File: config.mk
export PLATFORM = sky130hd
export DESIGN_NAME = mlppi_seq
export DESIGN_NICKNAME = d
export VERILOG_FILES = /design/src/rtl/core/mlp_population_inference_unit_assert.svh /design/src/rtl/core/mlppi_pkg.sv /design/src/rtl/core/mlppi_seq.sv
export SDC_FILE = /design/constraint.sdc
export NUM_CORES = 1
export LEC_CHECK = 0
export ABC_AREA = 1
export ABC_CLOCK_PERIOD_IN_PS = 2400
export BUFFER_PORTS_ARGS = -buffer_cell sky130_fd_sc_hd__buf_2
export CELL_PAD_IN_SITES_DETAIL_PLACEMENT = 1
export CELL_PAD_IN_SITES_GLOBAL_PLACEMENT = 2
export CORE_MARGIN = 2
export CORE_UTILIZATION = 30
export CTS_CLUSTER_SIZE = 30
export DETAILED_ROUTE_END_ITERATION = 10
export GPL_ROUTABILITY_DRIVEN = 0
export HOLD_SLACK_MARGIN = 0.15
export PLACE_DENSITY = 0.84
export SYNTH_ARGS = -nofsm -noshare
export SYNTH_HDL_FRONTEND = slang
export SYNTH_SLANG_ARGS = --single-unit
export TNS_END_PERCENT = 20
File: constraint.sdc
create_clock -name clk -period 2.4 [get_ports clk]
set_input_delay 0.24 -clock clk [delete_from_list [all_inputs] [get_ports clk]]
set_output_delay 0.24 -clock clk [all_outputs]
set_load 0.005 [all_outputs]
File: src/rtl/core/mlp_population_inference_unit_assert.svh
// ---------------------------------------------------------------------------
// MLP population inference - assertion macros
// Concurrent checks on clk with synchronous active-low reset; empty in synthesis.
// ---------------------------------------------------------------------------
`ifndef MLP_POPULATION_INFERENCE_UNIT_ASSERT_SVH
`define MLP_POPULATION_INFERENCE_UNIT_ASSERT_SVH

`ifndef SYNTH
// expr must hold at every edge out of reset
`define MLPPI_ASSERT(lbl, expr) \
  lbl: assert property (@(posedge clk) disable iff (!rst_n) (expr)) \
    else $error("mlppi assertion failed");
// cons must hold in the same cycle as ante
`define MLPPI_ASSERT_IMPLY(lbl, ante, cons) \
  lbl: assert property (@(posedge clk) disable iff (!rst_n) (ante) |-> (cons)) \
    else $error("mlppi assertion failed");
`else
`define MLPPI_ASSERT(lbl, expr)
`define MLPPI_ASSERT_IMPLY(lbl, ante, cons)
`endif

`endif

File: src/rtl/core/mlppi_pkg.sv
// ---------------------------------------------------------------------------
// mlppi_pkg
// Shared types, codes and the elaboration-time sigmoid entry generator.
// ---------------------------------------------------------------------------
package mlppi_pkg;

  localparam int unsigned POPULATION_SIZE_DEF     = 10;
  localparam int unsigned HIDDEN_COUNT_DEF        = 5;
  localparam int unsigned SIGMOID_TABLE_DEPTH_DEF = 256;

  // field widths fixed by the interface
  localparam int unsigned GENE_W   = 16;
  localparam int unsigned PROD_W   = 32;
  localparam int unsigned ACC_W    = 36;   // 8 * 2^30 + bias, signed
  localparam int unsigned HID_W    = 15;   // ReLU output, 0..32767
  localparam int unsigned ACT_W    = 13;
  localparam int unsigned OFF_W    = 28;   // clamped sum shifted to [0, 2^28)

  // tag field widths, sized for the largest parameter values
  localparam int unsigned MEMBER_W = 6;    // up to 64 members
  localparam int unsigned HIDX_W   = 3;    // up to 8 hidden neurons

  localparam int unsigned RESULT_SLOTS = 2;

  localparam logic signed [GENE_W-1:0] BIAS_ONE = 16'sd4096;

  // gene kinds
  localparam logic [1:0] K_FEAT  = 2'd0;  // hidden input weight
  localparam logic [1:0] K_HBIAS = 2'd1;  // hidden bias, closes a neuron
  localparam logic [1:0] K_OWGT  = 2'd2;  // output weight
  localparam logic [1:0] K_OBIAS = 2'd3;  // output bias, closes a member

  typedef struct packed {
    logic                valid;
    logic [1:0]          kind;
    logic [1:0]          fsel;
    logic [HIDX_W-1:0]   hidx;
    logic                first;
    logic [MEMBER_W-1:0] member;
    logic                last;
  } tag_t;

  typedef struct packed {
    logic                    valid;
    logic [MEMBER_W-1:0]     member;
    logic                    last;
    logic signed [ACC_W-1:0] sum;
  } fin_t;

  typedef struct packed {
    logic             valid;
    logic [3:0]       member;
    logic [ACT_W-1:0] act;
    logic             last;
  } res_t;

  typedef struct packed {
    logic       idle;
    logic [1:0] pend;
  } stat_t;

  // restoring divide, used only to build constants
  function automatic longint unsigned udiv64(longint unsigned num, longint unsigned den);
    longint unsigned q;
    longint unsigned r;
    int              i;
    q = 64'd0;
    r = 64'd0;
    for (i = 63; i >= 0; i--) begin
      r = (r << 1) | ((num >> i) & 64'd1);
      q = q << 1;
      if (r >= den) begin
        r = r - den;
        q = q | 64'd1;
      end
    end
    return q;
  endfunction

  // sigmoid at the center of bucket k, unsigned Q0.12
  function automatic logic [ACT_W-1:0] sig_entry(int unsigned k, int unsigned depth);
    longint unsigned off;
    longint unsigned mag;
    longint unsigned y;
    longint unsigned term;
    longint unsigned e;
    longint unsigned den;
    longint unsigned s;
    longint          acc;
    logic            neg;
    int              n;
    int              i;
    off = udiv64((64'(k) * 64'd2 + 64'd1) * (64'd8 << 24), 64'(depth));
    neg = off < (64'd8 << 24);
    mag = neg ? ((64'd8 << 24) - off) : (off - (64'd8 << 24));
    y = mag << 3;
    term = 64'd1 << 31;
    acc  = 64'sd1 <<< 31;
    for (n = 1; n <= 14; n++) begin
      term = udiv64((term * y) >> 31, 64'(n));
      if ((n % 2) == 1) begin
        acc = acc - longint'(term);
      end else begin
        acc = acc + longint'(term);
      end
    end
    if (acc < 0) acc = 0;
    if (acc > (64'sd1 <<< 31)) acc = 64'sd1 <<< 31;
    e = unsigned'(acc);
    for (i = 0; i < 4; i++) begin
      e = (e * e) >> 31;
    end
    den = (64'd1 << 31) + e;
    s = udiv64((64'd4096 << 31) + (den >> 1), den);
    if (neg) s = 64'd4096 - s;
    return ACT_W'(s);
  endfunction

endpackage

File: src/rtl/core/mlppi_seq.sv
// ---------------------------------------------------------------------------
// mlppi_seq
// Walks members and genes, one tagged store read per cycle when not held.
// ---------------------------------------------------------------------------
module mlppi_seq #(
  parameter int unsigned POPULATION_SIZE = mlppi_pkg::POPULATION_SIZE_DEF,
  parameter int unsigned HIDDEN_COUNT    = mlppi_pkg::HIDDEN_COUNT_DEF,
  parameter int unsigned AW              = 9
) (
  input  logic                 clk,
  input  logic                 rst_n,
  input  logic                 start,
  input  logic                 out_pop,
  output logic                 rd_en,
  output logic [AW-1:0]        rd_addr,
  output mlppi_pkg::tag_t      tag,
  output mlppi_pkg::stat_t     stat
);

  localparam int unsigned GENES = 5 * HIDDEN_COUNT + 1;
  localparam int unsigned GW    = $clog2(GENES);
  localparam int unsigned MW    = (POPULATION_SIZE > 1) ? $clog2(POPULATION_SIZE) : 1;

  localparam logic [GW-1:0] G_HID_END   = GW'(4 * HIDDEN_COUNT);
  localparam logic [GW-1:0] G_LAST_HB   = GW'(4 * HIDDEN_COUNT - 1);
  localparam logic [GW-1:0] G_OBIAS     = GW'(5 * HIDDEN_COUNT);
  localparam logic [GW-1:0] G_LAST      = GW'(GENES - 1);
  localparam logic [MW-1:0] M_LAST      = MW'(POPULATION_SIZE - 1);

  localparam logic [1:0] S_IDLE = 2'd0;
  localparam logic [1:0] S_RUN  = 2'd1;
  localparam logic [1:0] S_HOLD = 2'd2;  // bubble so the last hidden value lands

  logic [1:0]    state_r, state_nxt;
  logic [GW-1:0] gene_r, gene_nxt;
  logic [MW-1:0] member_r, member_nxt;
  logic [AW-1:0] addr_r, addr_nxt;
  logic [1:0]    pend_r, pend_nxt;
  logic          issue;
  logic          mem_start;

  assign issue     = (state_r == S_RUN) &&
                     !((gene_r == '0) && (pend_r == 2'(mlppi_pkg::RESULT_SLOTS)));
  assign mem_start = issue && (gene_r == '0);

  always_comb begin
    state_nxt  = state_r;
    gene_nxt   = gene_r;
    member_nxt = member_r;
    addr_nxt   = addr_r;
    case (state_r)
      S_IDLE: begin
        if (start) begin
          state_nxt  = S_RUN;
          gene_nxt   = '0;
          member_nxt = '0;
          addr_nxt   = '0;
        end
      end
      S_RUN: begin
        if (issue) begin
          addr_nxt = addr_r + 1'b1;
          gene_nxt = gene_r + 1'b1;
          if (gene_r == G_LAST_HB) begin
            state_nxt = S_HOLD;
          end
          if (gene_r == G_LAST) begin
            gene_nxt = '0;
            if (member_r == M_LAST) begin
              state_nxt = S_IDLE;
            end else begin
              member_nxt = member_r + 1'b1;
            end
          end
        end
      end
      S_HOLD: begin
        state_nxt = S_RUN;
      end
      default: begin
        state_nxt = S_IDLE;
      end
    endcase
    pend_nxt = pend_r + 2'(mem_start) - 2'(out_pop);
  end

  always_ff @(posedge clk) begin
    if (!rst_n) begin
      state_r <= S_IDLE;
      pend_r  <= '0;
    end else begin
      state_r <= state_nxt;
      pend_r  <= pend_nxt;
    end
  end

  always_ff @(posedge clk) begin
    gene_r   <= gene_nxt;
    member_r <= member_nxt;
    addr_r   <= addr_nxt;
  end

  // decode the gene position into its role
  always_comb begin
    tag        = '0;
    tag.valid  = issue;
    tag.member = mlppi_pkg::MEMBER_W'(member_r);
    tag.last   = (member_r == M_LAST);
    if (gene_r < G_HID_END) begin
      tag.fsel  = gene_r[1:0];
      tag.hidx  = mlppi_pkg::HIDX_W'(gene_r >> 2);
      tag.kind  = (gene_r[1:0] == 2'd3) ? mlppi_pkg::K_HBIAS : mlppi_pkg::K_FEAT;
      tag.first = (gene_r[1:0] == 2'd0);
    end else if (gene_r < G_OBIAS) begin
      tag.kind  = mlppi_pkg::K_OWGT;
      tag.hidx  = mlppi_pkg::HIDX_W'(gene_r - G_HID_END);
      tag.first = (gene_r == G_HID_END);
    end else begin
      tag.kind  = mlppi_pkg::K_OBIAS;
    end
  end

  assign rd_en     = issue;
  assign rd_addr   = addr_r;
  assign stat.idle = (state_r == S_IDLE);
  assign stat.pend = pend_r;

endmodule

==> summary.md, run 1 <==
| Metric | Value |
|---|---|
| Status | `completed` |
| Initial core utilization | `30.74%` |
| Hold path cells | `3` |
| Slew Limit Fails | `0` |
| WL/cell | `13.32 um` |
| Largest area contributor in the netlist | `edfxtp_1` |
| Max Cap Violations | `0` |
| Final Hold Viols | `0` |
| Final Util | `37.12%` |
| Grt total ovfl | `0` |
| First-pass iteration count of the detailed router | `4` |
| Path depth of the worst reg2reg path | `14` |
| Port Buffer Count | `30` |
| CTS max path bufs | `2` |
| Clk slew on worst S/H paths | `0.08 ns` |
| Worst path max stage delay | `0.43 ns` |
| Htree depth | `1` |
| Num CTS Buffers | `3` |
| Worst skew pair latency | `0.27 ns` |
| Wirelength, routed | `3.224 mm` |
| Routed via count | `1136` |
| Critical-path cell list | `inv_2, ha_1, nand2_1, nor2_2, nand3_1, nand2_1, inv_1, nand2_1, ha_1, inv_1, ha_1, xnor2_1, o21ai_1, a21oi_1` |
| Synth cell count leaders | `25 x nand2_1, 24 x inv_1, 23 x nor2_1, 18 x edfxtp_1` |
| Hold crit path type | `in -> reg` |
| Top delay family on crit path | `adder cells` |
| CP endpoint kind | `flop` |
| Asr flop ratio synth | `0%` |
| Top sig layer | `met4` |
| Tot GR Track Use | `13.46%` |
| Synth Area in Adders | `7.583%` |
| Multiplexer area fraction after synthesis | `0%` |
| Width of the die | `70.33 um` |
| Worst Skew | `0.006678 ns` |
| Synth warn | `0` |
| DP HPWL | `2.551 mm` |
| Flops & latches, synth | `22` |
| PD cells | `625.3 nW/um2` |
| Synth top area cells | `edfxtp_1 41%, ha_1 7.6%, nand2_1 7.1%, inv_1 6.8%, nor2_1 6.5%` |
| CP max-delay cell | `edfxtp_1` |
| Crit path kind | `reg -> reg` |
| Inst Count DP | `234` |
| Drt first-iter violations | `19` |
| Count leader, synth | `nand2_1` |
| Vias in the first global route | `1170` |
| Post-synthesis average cell area | `8.572 um2` |
| Post-synth EDFFs | `18` |
| Fin Setup TNS | `0 ns` |
| Post-synthesis compound-gate area fraction | `8.626%` |
| First-pass GRT wire length | `5.319 mm` |
| Pleak | `0.7448 nW` |
| Main combinational cell family by area after synthesis | `simple AND/OR/NAND/NOR gates` |
| Worst R2R End | `pend_r[1]$_SDFF_PN0_` |
| Area Overhead vs Synth | `20.76%` |
| Core ar. | `4294 um2` |
| Drt drc | `0` |
| Nets | `203` |
| CTS Sinks | `22` |
| Worst Path Required | `2.60 ns` |
| Reg-to-reg slack, setup | `0.28 ns` |
| Post-Synth XOR/XNOR Area | `2.654%` |
| WP buf/inv | `3` |
| WP data arrival | `2.32 ns` |
| Relative slew slack | `60.39%` |
| Top Ports | `33` |
| Non-Filler Instances | `242` |
| Reg-to-Reg Start | `gene_r[0]$_SDFFCE_PN0P_` |
| Final min period | `2.118 ns` |
| Min-delay src | `rst_n` |
| Main synth FF type | `edfxtp_1` |
| Routed met1 length | `1.380 mm` |
| RSZ-0062 raised after global routing | `no` |
| Cell Area, Synth | `1320 um2` |
| DR WL met3 | `120 um` |
| Synth Instances | `154` |
| Largest net degree at the start of global routing | `15` |
| Fill cells | `543` |
| Hold endpoint | `pend_r[0]$_SDFF_PN0_` |
| Die Height | `70.33 um` |
| Critical path peak fanout | `5` |
| Metal2 WL | `1.689 mm` |
| Post-DRT Antenna Nets | `0` |
| Synth unique cells | `25` |
| Fmax | `472.1 MHz` |
| Sequential share of the synthesized area | `47.01%` |
| Worst-Margin Slew | `0.5936 ns` |
| Simple-Gate Fraction of Synth Area | `24.74%` |
| CTS Root Cell | `clkbuf_8` |
| Setup violations, final | `0` |
| CTS tree | `built` |
| Fraction of layout cells with a size suffix above 1 | `26.32%` |
| Post-DR vias/cell | `4.694` |
| Fin crit share | `88.25%` |
| Die area | `4946 um2` |
| CP Launch Type | `flop` |
| CTS Hold Bufs | `0` |
| Antenna Diode Count | `0` |
| Initial antenna violation count | `0` |
| Row cnt | `24` |
| Yosys top cell area share | `40.95%` |
| Peak supply drop | `0.2083 mV` |
[flip-flops by register name (all words and copies together), names as in the netlist]
| signal | cells |
|---|---|
| rd_addr | 9 |
| state_r | 2 |
| pend_r | 2 |
| gene_r | 5 |
| member_r | 4 |
[cells in the final DEF, fill, tap and decap left out, types with 2 or more instances in the layout]
master | synthesis | routed
a211oi_1 | 2 | 2
a21oi_1 | 10 | 10
buf_2 | 0 | 30
buf_4 | 3 | 4
clkbuf_8 | 0 | 3
conb_1 | 1 | 2
dfxtp_1 | 4 | 4
edfxtp_1 | 18 | 18
ha_1 | 8 | 8
inv_1 | 24 | 22
inv_2 | 2 | 4
nand2_1 | 25 | 25
nand2_2 | 2 | 2
nand3_1 | 10 | 10
nand4_1 | 2 | 2
nor2_1 | 23 | 22
nor2_2 | 3 | 4
nor3_1 | 2 | 2
o21ai_0 | 5 | 4
xnor2_1 | 2 | 2
xor2_1 | 2 | 2
[what timing repair did]
action / CTS / global route
setup buffers: 0 / 4
gates resized for setup: 0 / 4
setup endpoints to repair: 0 / 1
[layer usage]
metal  GRT usage (%)  vias up
met5               0        -
met4           3.846        0
met3           3.175        4
met2           25.26       23
met1           14.89      541
li1                -      568
[worst max-delay path by stage]
| stage | startpoint | to | slack, ns | cells past startpoint |
|---|---|---|---|---|
| 3_3_place_gp | gene_r[0]$_SDFFCE_PN0P_ | pend_r[1]$_SDFF_PN0_ | 0.38 | 14 |
| 4_1_cts | gene_r[0]$_SDFFCE_PN0P_ | pend_r[1]$_SDFF_PN0_ | 0.13 | 14 |
| 2_1_floorplan | gene_r[0]$_SDFFCE_PN0P_ | pend_r[1]$_SDFF_PN0_ | 0.45 | 14 |
| 3_5_place_dp | gene_r[0]$_SDFFCE_PN0P_ | pend_r[1]$_SDFF_PN0_ | 0.15 | 14 |
| 5_1_grt | gene_r[1]$_SDFFCE_PN0P_ | pend_r[1]$_SDFF_PN0_ | 0.01 | 14 |
| 6_report | gene_r[0]$_SDFFCE_PN0P_ | pend_r[1]$_SDFF_PN0_ | 0.28 | 14 |
[power by group]
part,internal (mW),switching [mW]
Clock,0.115,0.132
Combinational,0.0984,0.140
Sequential,0.465,0.0453
Total,0.678,0.318
[cell type report]
class	instances	area [um2]	area share, %
multi-input combinational	104	585.6	36.73
clock buffer	3	41.29	2.590
clock inverter	1	3.754	0.2355
inverter	26	97.59	6.122
tap	52	65.06	4.082
timing repair buffer	34	180.2	11.30
sequential	22	620.6	38.93
[metrics by stage]
step                area, um2  total power [mW]  hold WS, ns  setup WS, ns
detailed placement       1516            0.7480       0.4687        0.1460
floorplan                1324            0.6505       0.3335        0.4493
finish                   1594            0.9967       0.1893        0.2820
CTS                      1562            0.9977       0.1865        0.1266
global route             1594             1.056       0.1988       0.01407
global placement         1516            0.7317       0.4608        0.3827
[worst reg2reg max path, stage by stage (launching register included)]
cell and delay [ns]:
edfxtp_1 0.43, inv_2 0.08, ha_1 0.22, nand2_1 0.08, nor2_2 0.05, nand3_1 0.06, nand2_1 0.06, inv_1 0.09
nand2_1 0.06, ha_1 0.27, inv_1 0.04, ha_1 0.19, xnor2_1 0.21, o21ai_1 0.10, a21oi_1 0.12
[cells by family after synthesis]
group	Yosys count
and+or+nand+nor	71
DFF	22
xor gates and xnor gates	4
other	1
AOI/OAI and AO/OA	19
buffers and inverters	29
adders and majority gates	8
Power figures use the tool's default switching activity.
==> inputs of run 2 (changes only) <==
--- a/config.mk
+++ b/config.mk
@@ -6,17 +6,17 @@
 export NUM_CORES = 1
 export LEC_CHECK = 0
 export ABC_AREA = 1
-export ABC_CLOCK_PERIOD_IN_PS = 2400
+export ABC_CLOCK_PERIOD_IN_PS = 2700
 export BUFFER_PORTS_ARGS = -buffer_cell sky130_fd_sc_hd__buf_2
 export CELL_PAD_IN_SITES_DETAIL_PLACEMENT = 1
 export CELL_PAD_IN_SITES_GLOBAL_PLACEMENT = 2
 export CORE_MARGIN = 2
-export CORE_UTILIZATION = 30
+export CORE_UTILIZATION = 33
 export CTS_CLUSTER_SIZE = 30
 export DETAILED_ROUTE_END_ITERATION = 10
 export GPL_ROUTABILITY_DRIVEN = 0
 export HOLD_SLACK_MARGIN = 0.15
-export PLACE_DENSITY = 0.84
+export PLACE_DENSITY = 0.91
 export SYNTH_ARGS = -nofsm -noshare
 export SYNTH_HDL_FRONTEND = slang
 export SYNTH_SLANG_ARGS = --single-unit
==> constraint.sdc (replaced) <==
create_clock -name clk -period 2.7 [get_ports clk]
set_input_delay 0.27 -clock clk [delete_from_list [all_inputs] [get_ports clk]]
set_output_delay 0.27 -clock clk [all_outputs]
set_load 0.005 [all_outputs]
==> run 2 against run 1 <==
Via count decreased by 3.0%. Clock skew increased by 0.0056 ns. First-iteration DRC count decreased by 32%. Non-clock buffer count down 4. Clock power about the same. Final cell count fell by 3.3%. Fmax fell by 4.7%. Combinational power fell by 18%. Flip-flop and latch count stayed put. Critical path depth unchanged. Cell area down 1.7%. Routed wire length down 2.3%.
==> summary.md, run 2 (synthesis results as in run 1) <==
| Metric | Value |
|---|---|
| Initial core utilization | `35.26%` |
| Largest net degree at the start of global routing | `15` |
| Worst path max stage delay | `0.48 ns` |
| Non-Filler Instances | `234` |
| Clk slew on worst S/H paths | `0.09 ns` |
| Width of the die | `67.25 um` |
| Worst R2R End | `pend_r[1]$_SDFF_PN0_` |
| Row cnt | `22` |
| Hold path cells | `3` |
| WL/cell | `13.46 um` |
| Setup violations, final | `0` |
| Routed via count | `1102` |
| RSZ-0062 raised after global routing | `no` |
| Worst Path Required | `2.91 ns` |
| Worst skew pair latency | `0.27 ns` |
| Wirelength, routed | `3.150 mm` |
| Worst Skew | `0.01226 ns` |
| Die area | `4522 um2` |
| Worst-Margin Slew | `0.6254 ns` |
| Area Overhead vs Synth | `18.67%` |
| Reg-to-reg slack, setup | `0.48 ns` |
| CP endpoint kind | `flop` |
| Core ar. | `3744 um2` |
| Final min period | `2.223 ns` |
| Fraction of layout cells with a size suffix above 1 | `23.66%` |
| Leading cell types in the layout, fill and taps excluded | `30 x buf_2, 25 x nand2_1, 24 x inv_1` |
| DP HPWL | `2.444 mm` |
| Max reg flops | `9` |
| Top Ports | `33` |
| Htree depth | `1` |
| Drt drc | `0` |
| Top delay family on crit path | `adder cells` |
| Fill cells | `515` |
| Post-DR vias/cell | `4.709` |
| Setup crit start | `gene_r[0]$_SDFFCE_PN0P_` |
| Post-DRT Antenna Nets | `0` |
| Nets | `199` |
| Status | `completed` |
| CTS Root Cell | `clkbuf_8` |
| Initial antenna violation count | `0` |
| Area occupied by multi-input gates | `583.1 um2` |
| Peak supply drop | `0.1919 mV` |
| Inst Count DP | `230` |
| Critical path peak fanout | `6` |
| CTS Sinks | `22` |
| Tot GR Track Use | `15.02%` |
| Path depth of the worst reg2reg path | `14` |
| Num CTS Buffers | `3` |
| WP data arrival | `2.44 ns` |
| PostCTS Resize Cnt | `0` |
| Fin crit share | `82.34%` |
| Relative slew slack | `58.26%` |
| First-pass iteration count of the detailed router | `4` |
| CTS Hold Bufs | `0` |
| Total setup buffers inserted after CTS | `0` |
| Antenna Diode Count | `0` |
| Reg area | `620.6 um2` |
| CTS tree | `built` |
| Max Cap Violations | `0` |
| PD cells | `573.3 nW/um2` |
| Final Hold Viols | `0` |
| Die Height | `67.25 um` |
| Vias in the first global route | `1093` |
| Slew Limit Fails | `0` |
| Reg-to-Reg Start | `gene_r[0]$_SDFFCE_PN0P_` |
| Grt total ovfl | `0` |
| Most common cell after layout, fill and taps aside | `buf_2` |
| Min-delay src | `rst_n` |
| CP Launch Type | `flop` |
| Port Buffer Count | `30` |
| Critical-path cell list | `inv_1, ha_1, nand2_1, nor2_1, nand3_1, nand2_1, inv_1, nand2_1, ha_1, inv_1, ha_1, xnor2_1, o21ai_0, a21oi_1` |
| Drt first-iter violations | `13` |
| Crit path kind | `reg -> reg` |
| Final Util | `41.84%` |
| Hold endpoint | `pend_r[0]$_SDFF_PN0_` |
| WP buf/inv | `3` |
| Pleak | `0.7319 nW` |
| CTS max path bufs | `2` |
| CP max-delay cell | `edfxtp_1` |
| Fmax | `449.8 MHz` |
| Fin Setup TNS | `0 ns` |
| First-pass GRT wire length | `5.078 mm` |
| Hold crit path type | `in -> reg` |
-- run 2: tightest hold or removal path: cells and delay by family --
kind	cells	cell delay (ns)
buf+inv	2	0.15
simple gates	1	0.05
-- run 2: power breakdown --
part / switching (mW) / internal, mW / total, mW / leakage, nW
Clock: 0.118 / 0.130 / 0.248 / 0.0288
Sequential: 0.0397 / 0.414 / 0.453 / 0.224
Combinational: 0.119 / 0.0781 / 0.197 / 0.480
-- run 2: area by class of cell --
type	count	share of cell area, %
tap	48	3.834
inverter	26	6.230
sequential	22	39.62
timing repair buffer	30	9.585
clock buffer	4	3.514
multi-input combinational	104	37.22
-- run 2: stage by stage --
step           instance area, um2  hold slack (ns)  worst slack (ns)  total power [mW]
6_report                     1567           0.2116            0.4770            0.8981
5_1_grt                      1567           0.2584            0.2369            0.9521
4_1_cts                      1567           0.2125            0.4535            0.9126
3_5_place_dp                 1511           0.4993            0.5053            0.6617
3_3_place_gp                 1511           0.4876            0.6871            0.6501
2_1_floorplan                1324           0.3635            0.7493            0.5782
-- run 2: how the worst max path moves through the flow --
stage / end / slack, ns / cells after the start
finish: pend_r[1]$_SDFF_PN0_ / 0.48 / 14
global placement: pend_r[1]$_SDFF_PN0_ / 0.69 / 14
global route: pend_r[1]$_SDFF_PN0_ / 0.24 / 14
floorplan: pend_r[1]$_SDFF_PN0_ / 0.75 / 14
CTS: pend_r[1]$_SDFF_PN0_ / 0.45 / 14
detailed placement: pend_r[1]$_SDFF_PN0_ / 0.51 / 14
-- run 2: layer usage --
metal	up-vias	part of all wire, %	track usage [%]	wire (um)
li1	562	-	-	-
met1	515	43	16.84	1340
met2	20	53	29.08	1680
met3	5	3.0	2.500	96
met4	0	1.0	3.827	33
met5	-	0	0	0
==> inputs of run 3 (changes only) <==
--- a/config.mk
+++ b/config.mk
@@ -6,17 +6,17 @@
 export NUM_CORES = 1
 export LEC_CHECK = 0
 export ABC_AREA = 1
-export ABC_CLOCK_PERIOD_IN_PS = 2700
+export ABC_CLOCK_PERIOD_IN_PS = 2300
 export BUFFER_PORTS_ARGS = -buffer_cell sky130_fd_sc_hd__buf_2
 export CELL_PAD_IN_SITES_DETAIL_PLACEMENT = 1
 export CELL_PAD_IN_SITES_GLOBAL_PLACEMENT = 2
 export CORE_MARGIN = 2
-export CORE_UTILIZATION = 33
+export CORE_UTILIZATION = 30
 export CTS_CLUSTER_SIZE = 30
 export DETAILED_ROUTE_END_ITERATION = 10
 export GPL_ROUTABILITY_DRIVEN = 0
 export HOLD_SLACK_MARGIN = 0.15
-export PLACE_DENSITY = 0.91
+export PLACE_DENSITY = 0.84
 export SYNTH_ARGS = -nofsm -noshare
 export SYNTH_HDL_FRONTEND = slang
 export SYNTH_SLANG_ARGS = --single-unit
==> constraint.sdc (replaced) <==
create_clock -name clk -period 2.3 [get_ports clk]
set_input_delay 0.23 -clock clk [delete_from_list [all_inputs] [get_ports clk]]
set_output_delay 0.23 -clock clk [all_outputs]
set_load 0.005 [all_outputs]
==> run 3 against run 2 <==
Non-clock buffer count increased by 6. Global-route usage decreased by 1.6 points. Register-to-register slack got worse by 0.29 ns. Combinational power increased by 30%. Sequential power increased by 17%. Critical endpoint unchanged. Utilization decreased by 4.2 points. Cell area increased by 3.2%. Fmax increased by 5.3%. Clock-buffer cell count decreased by 1. Power increased by 15%. Die area increased by 9.4%.
==> summary.md, run 3 (synthesis results as in run 1) <==
| Metric | Value |
|---|---|
| Status | `completed` |
| Tot GR Track Use | `13.42%` |
| Num CTS Buffers | `3` |
| Inst Count DP | `235` |
| Critical path peak fanout | `4` |
| Top Ports | `33` |
| Die Height | `70.33 um` |
| Peak supply drop | `0.3297 mV` |
| Max reg flops | `9` |
| Largest net degree at the start of global routing | `13` |
| Final non-filler cell area | `1617 um2` |
| Antenna Diode Count | `0` |
| Crit path kind | `reg -> reg` |
| Core ar. | `4294 um2` |
| Hold crit path type | `in -> reg` |
| Fraction of layout cells with a size suffix above 1 | `27.60%` |
| Htree depth | `1` |
| Min-delay src | `rst_n` |
| Worst skew pair latency | `0.26 ns` |
| Worst Skew | `0.002840 ns` |
| Non-Filler Instances | `244` |
| Most common cell after layout, fill and taps aside | `buf_2` |
| Reg-to-Reg Start | `gene_r[0]$_SDFFCE_PN0P_` |
| Final Util | `37.65%` |
| Fin crit share | `91.77%` |
| PD cells | `637.0 nW/um2` |
| WL/cell | `12.75 um` |
| CTS Sinks | `22` |
| CP endpoint kind | `flop` |
| CTS tree | `built` |
| Wirelength, routed | `3.112 mm` |
| Slew Limit Fails | `0` |
| Worst Path Required | `2.45 ns` |
| Vias in the first global route | `1121` |
| CTS max path bufs | `2` |
| Hold Slack | `0.1887 ns` |
| Drt drc | `0` |
| Initial antenna violation count | `0` |
| Clk slew on worst S/H paths | `0.08 ns` |
| Max Cap Violations | `0` |
| Final Hold Viols | `0` |
| Pleak | `0.7598 nW` |
| Width of the die | `70.33 um` |
| CTS Root Cell | `clkbuf_8` |
| Post-DR vias/cell | `4.578` |
| Leading cell types in the layout, fill and taps excluded | `30 x buf_2, 25 x nand2_1, 22 x inv_1, 22 x nor2_1, 18 x edfxtp_1` |
| Post-DRT Antenna Nets | `0` |
| Area after DPL | `1524 um2` |
| Place WS | `0.05449 ns` |
| Area Overhead vs Synth | `22.46%` |
| Grt total ovfl | `0` |
| WP data arrival | `2.26 ns` |
| First-pass GRT wire length | `5.333 mm` |
| Routed via count | `1117` |
| Row cnt | `24` |
| Initial core utilization | `30.74%` |
| DP HPWL | `2.438 mm` |
| Worst setup margin | `0.1893 ns` |
| Final min period | `2.111 ns` |
| Nets | `205` |
| Fmax | `473.8 MHz` |
| Pwr Total | `1.030 mW` |
| CTS Hold Bufs | `0` |
| Die area | `4946 um2` |
| Fin Setup TNS | `0 ns` |
| First-pass iteration count of the detailed router | `4` |
| Setup violations, final | `0` |
| Setup crit start | `gene_r[0]$_SDFFCE_PN0P_` |
| Port Buffer Count | `30` |
| Drt first-iter violations | `33` |
| CP Launch Type | `flop` |
[run 3: final cells by class]
cell class	count	area, um2
Clock buffer	3	41.29
Tap cell	52	65.06
Sequential cell	22	620.6
Clock inverter	1	3.754
Fill cell	533	2678
Timing Repair Buffer	36	195.2
Multi-Input combinational cell	104	593.1
Inverter	26	97.59
[run 3: where the power goes]
group | internal [mW] | switching (mW)
clock | 0.119 | 0.124
sequential | 0.485 | 0.0460
combinational | 0.109 | 0.147
total | 0.713 | 0.317
[run 3: worst max-delay path, cell delays in order (launching register included)]
cell	delay [ns]
edfxtp_1	0.43
inv_2	0.08
ha_1	0.21
nand2_1	0.08
nor2_2	0.05
nand3_1	0.06
nand2_1	0.05
inv_1	0.11
nand2_1	0.08
ha_1	0.27
inv_1	0.04
ha_1	0.21
xnor2_2	0.14
o21ai_0	0.15
a21oi_1	0.06
[run 3: final timing paths]
kind / end / slack, ns / cells after the start
worst max-delay path: pend_r[1]$_SDFF_PN0_ / 0.19 / 14
worst min register to register: pend_r[1]$_SDFF_PN0_ / 0.52 / 2
worst max register to register: pend_r[1]$_SDFF_PN0_ / 0.19 / 14
worst min-delay path: pend_r[0]$_SDFF_PN0_ / 0.19 / 3
[run 3: timing repair]
action                     CTS  global route
setup buffers                0             5
resized for setup            0             4
setup endpoints to repair    0             1
[run 3: metal layers]
metal / track usage, % / vias to the layer above / share of wire, %
met3: 3.319 / 6 / 4.6
met4: 3.846 / 0 / 1.6
met5: 0 / - / 0
met2: 23.17 / 24 / 50
met1: 16.44 / 517 / 44
li1: - / 570 / -
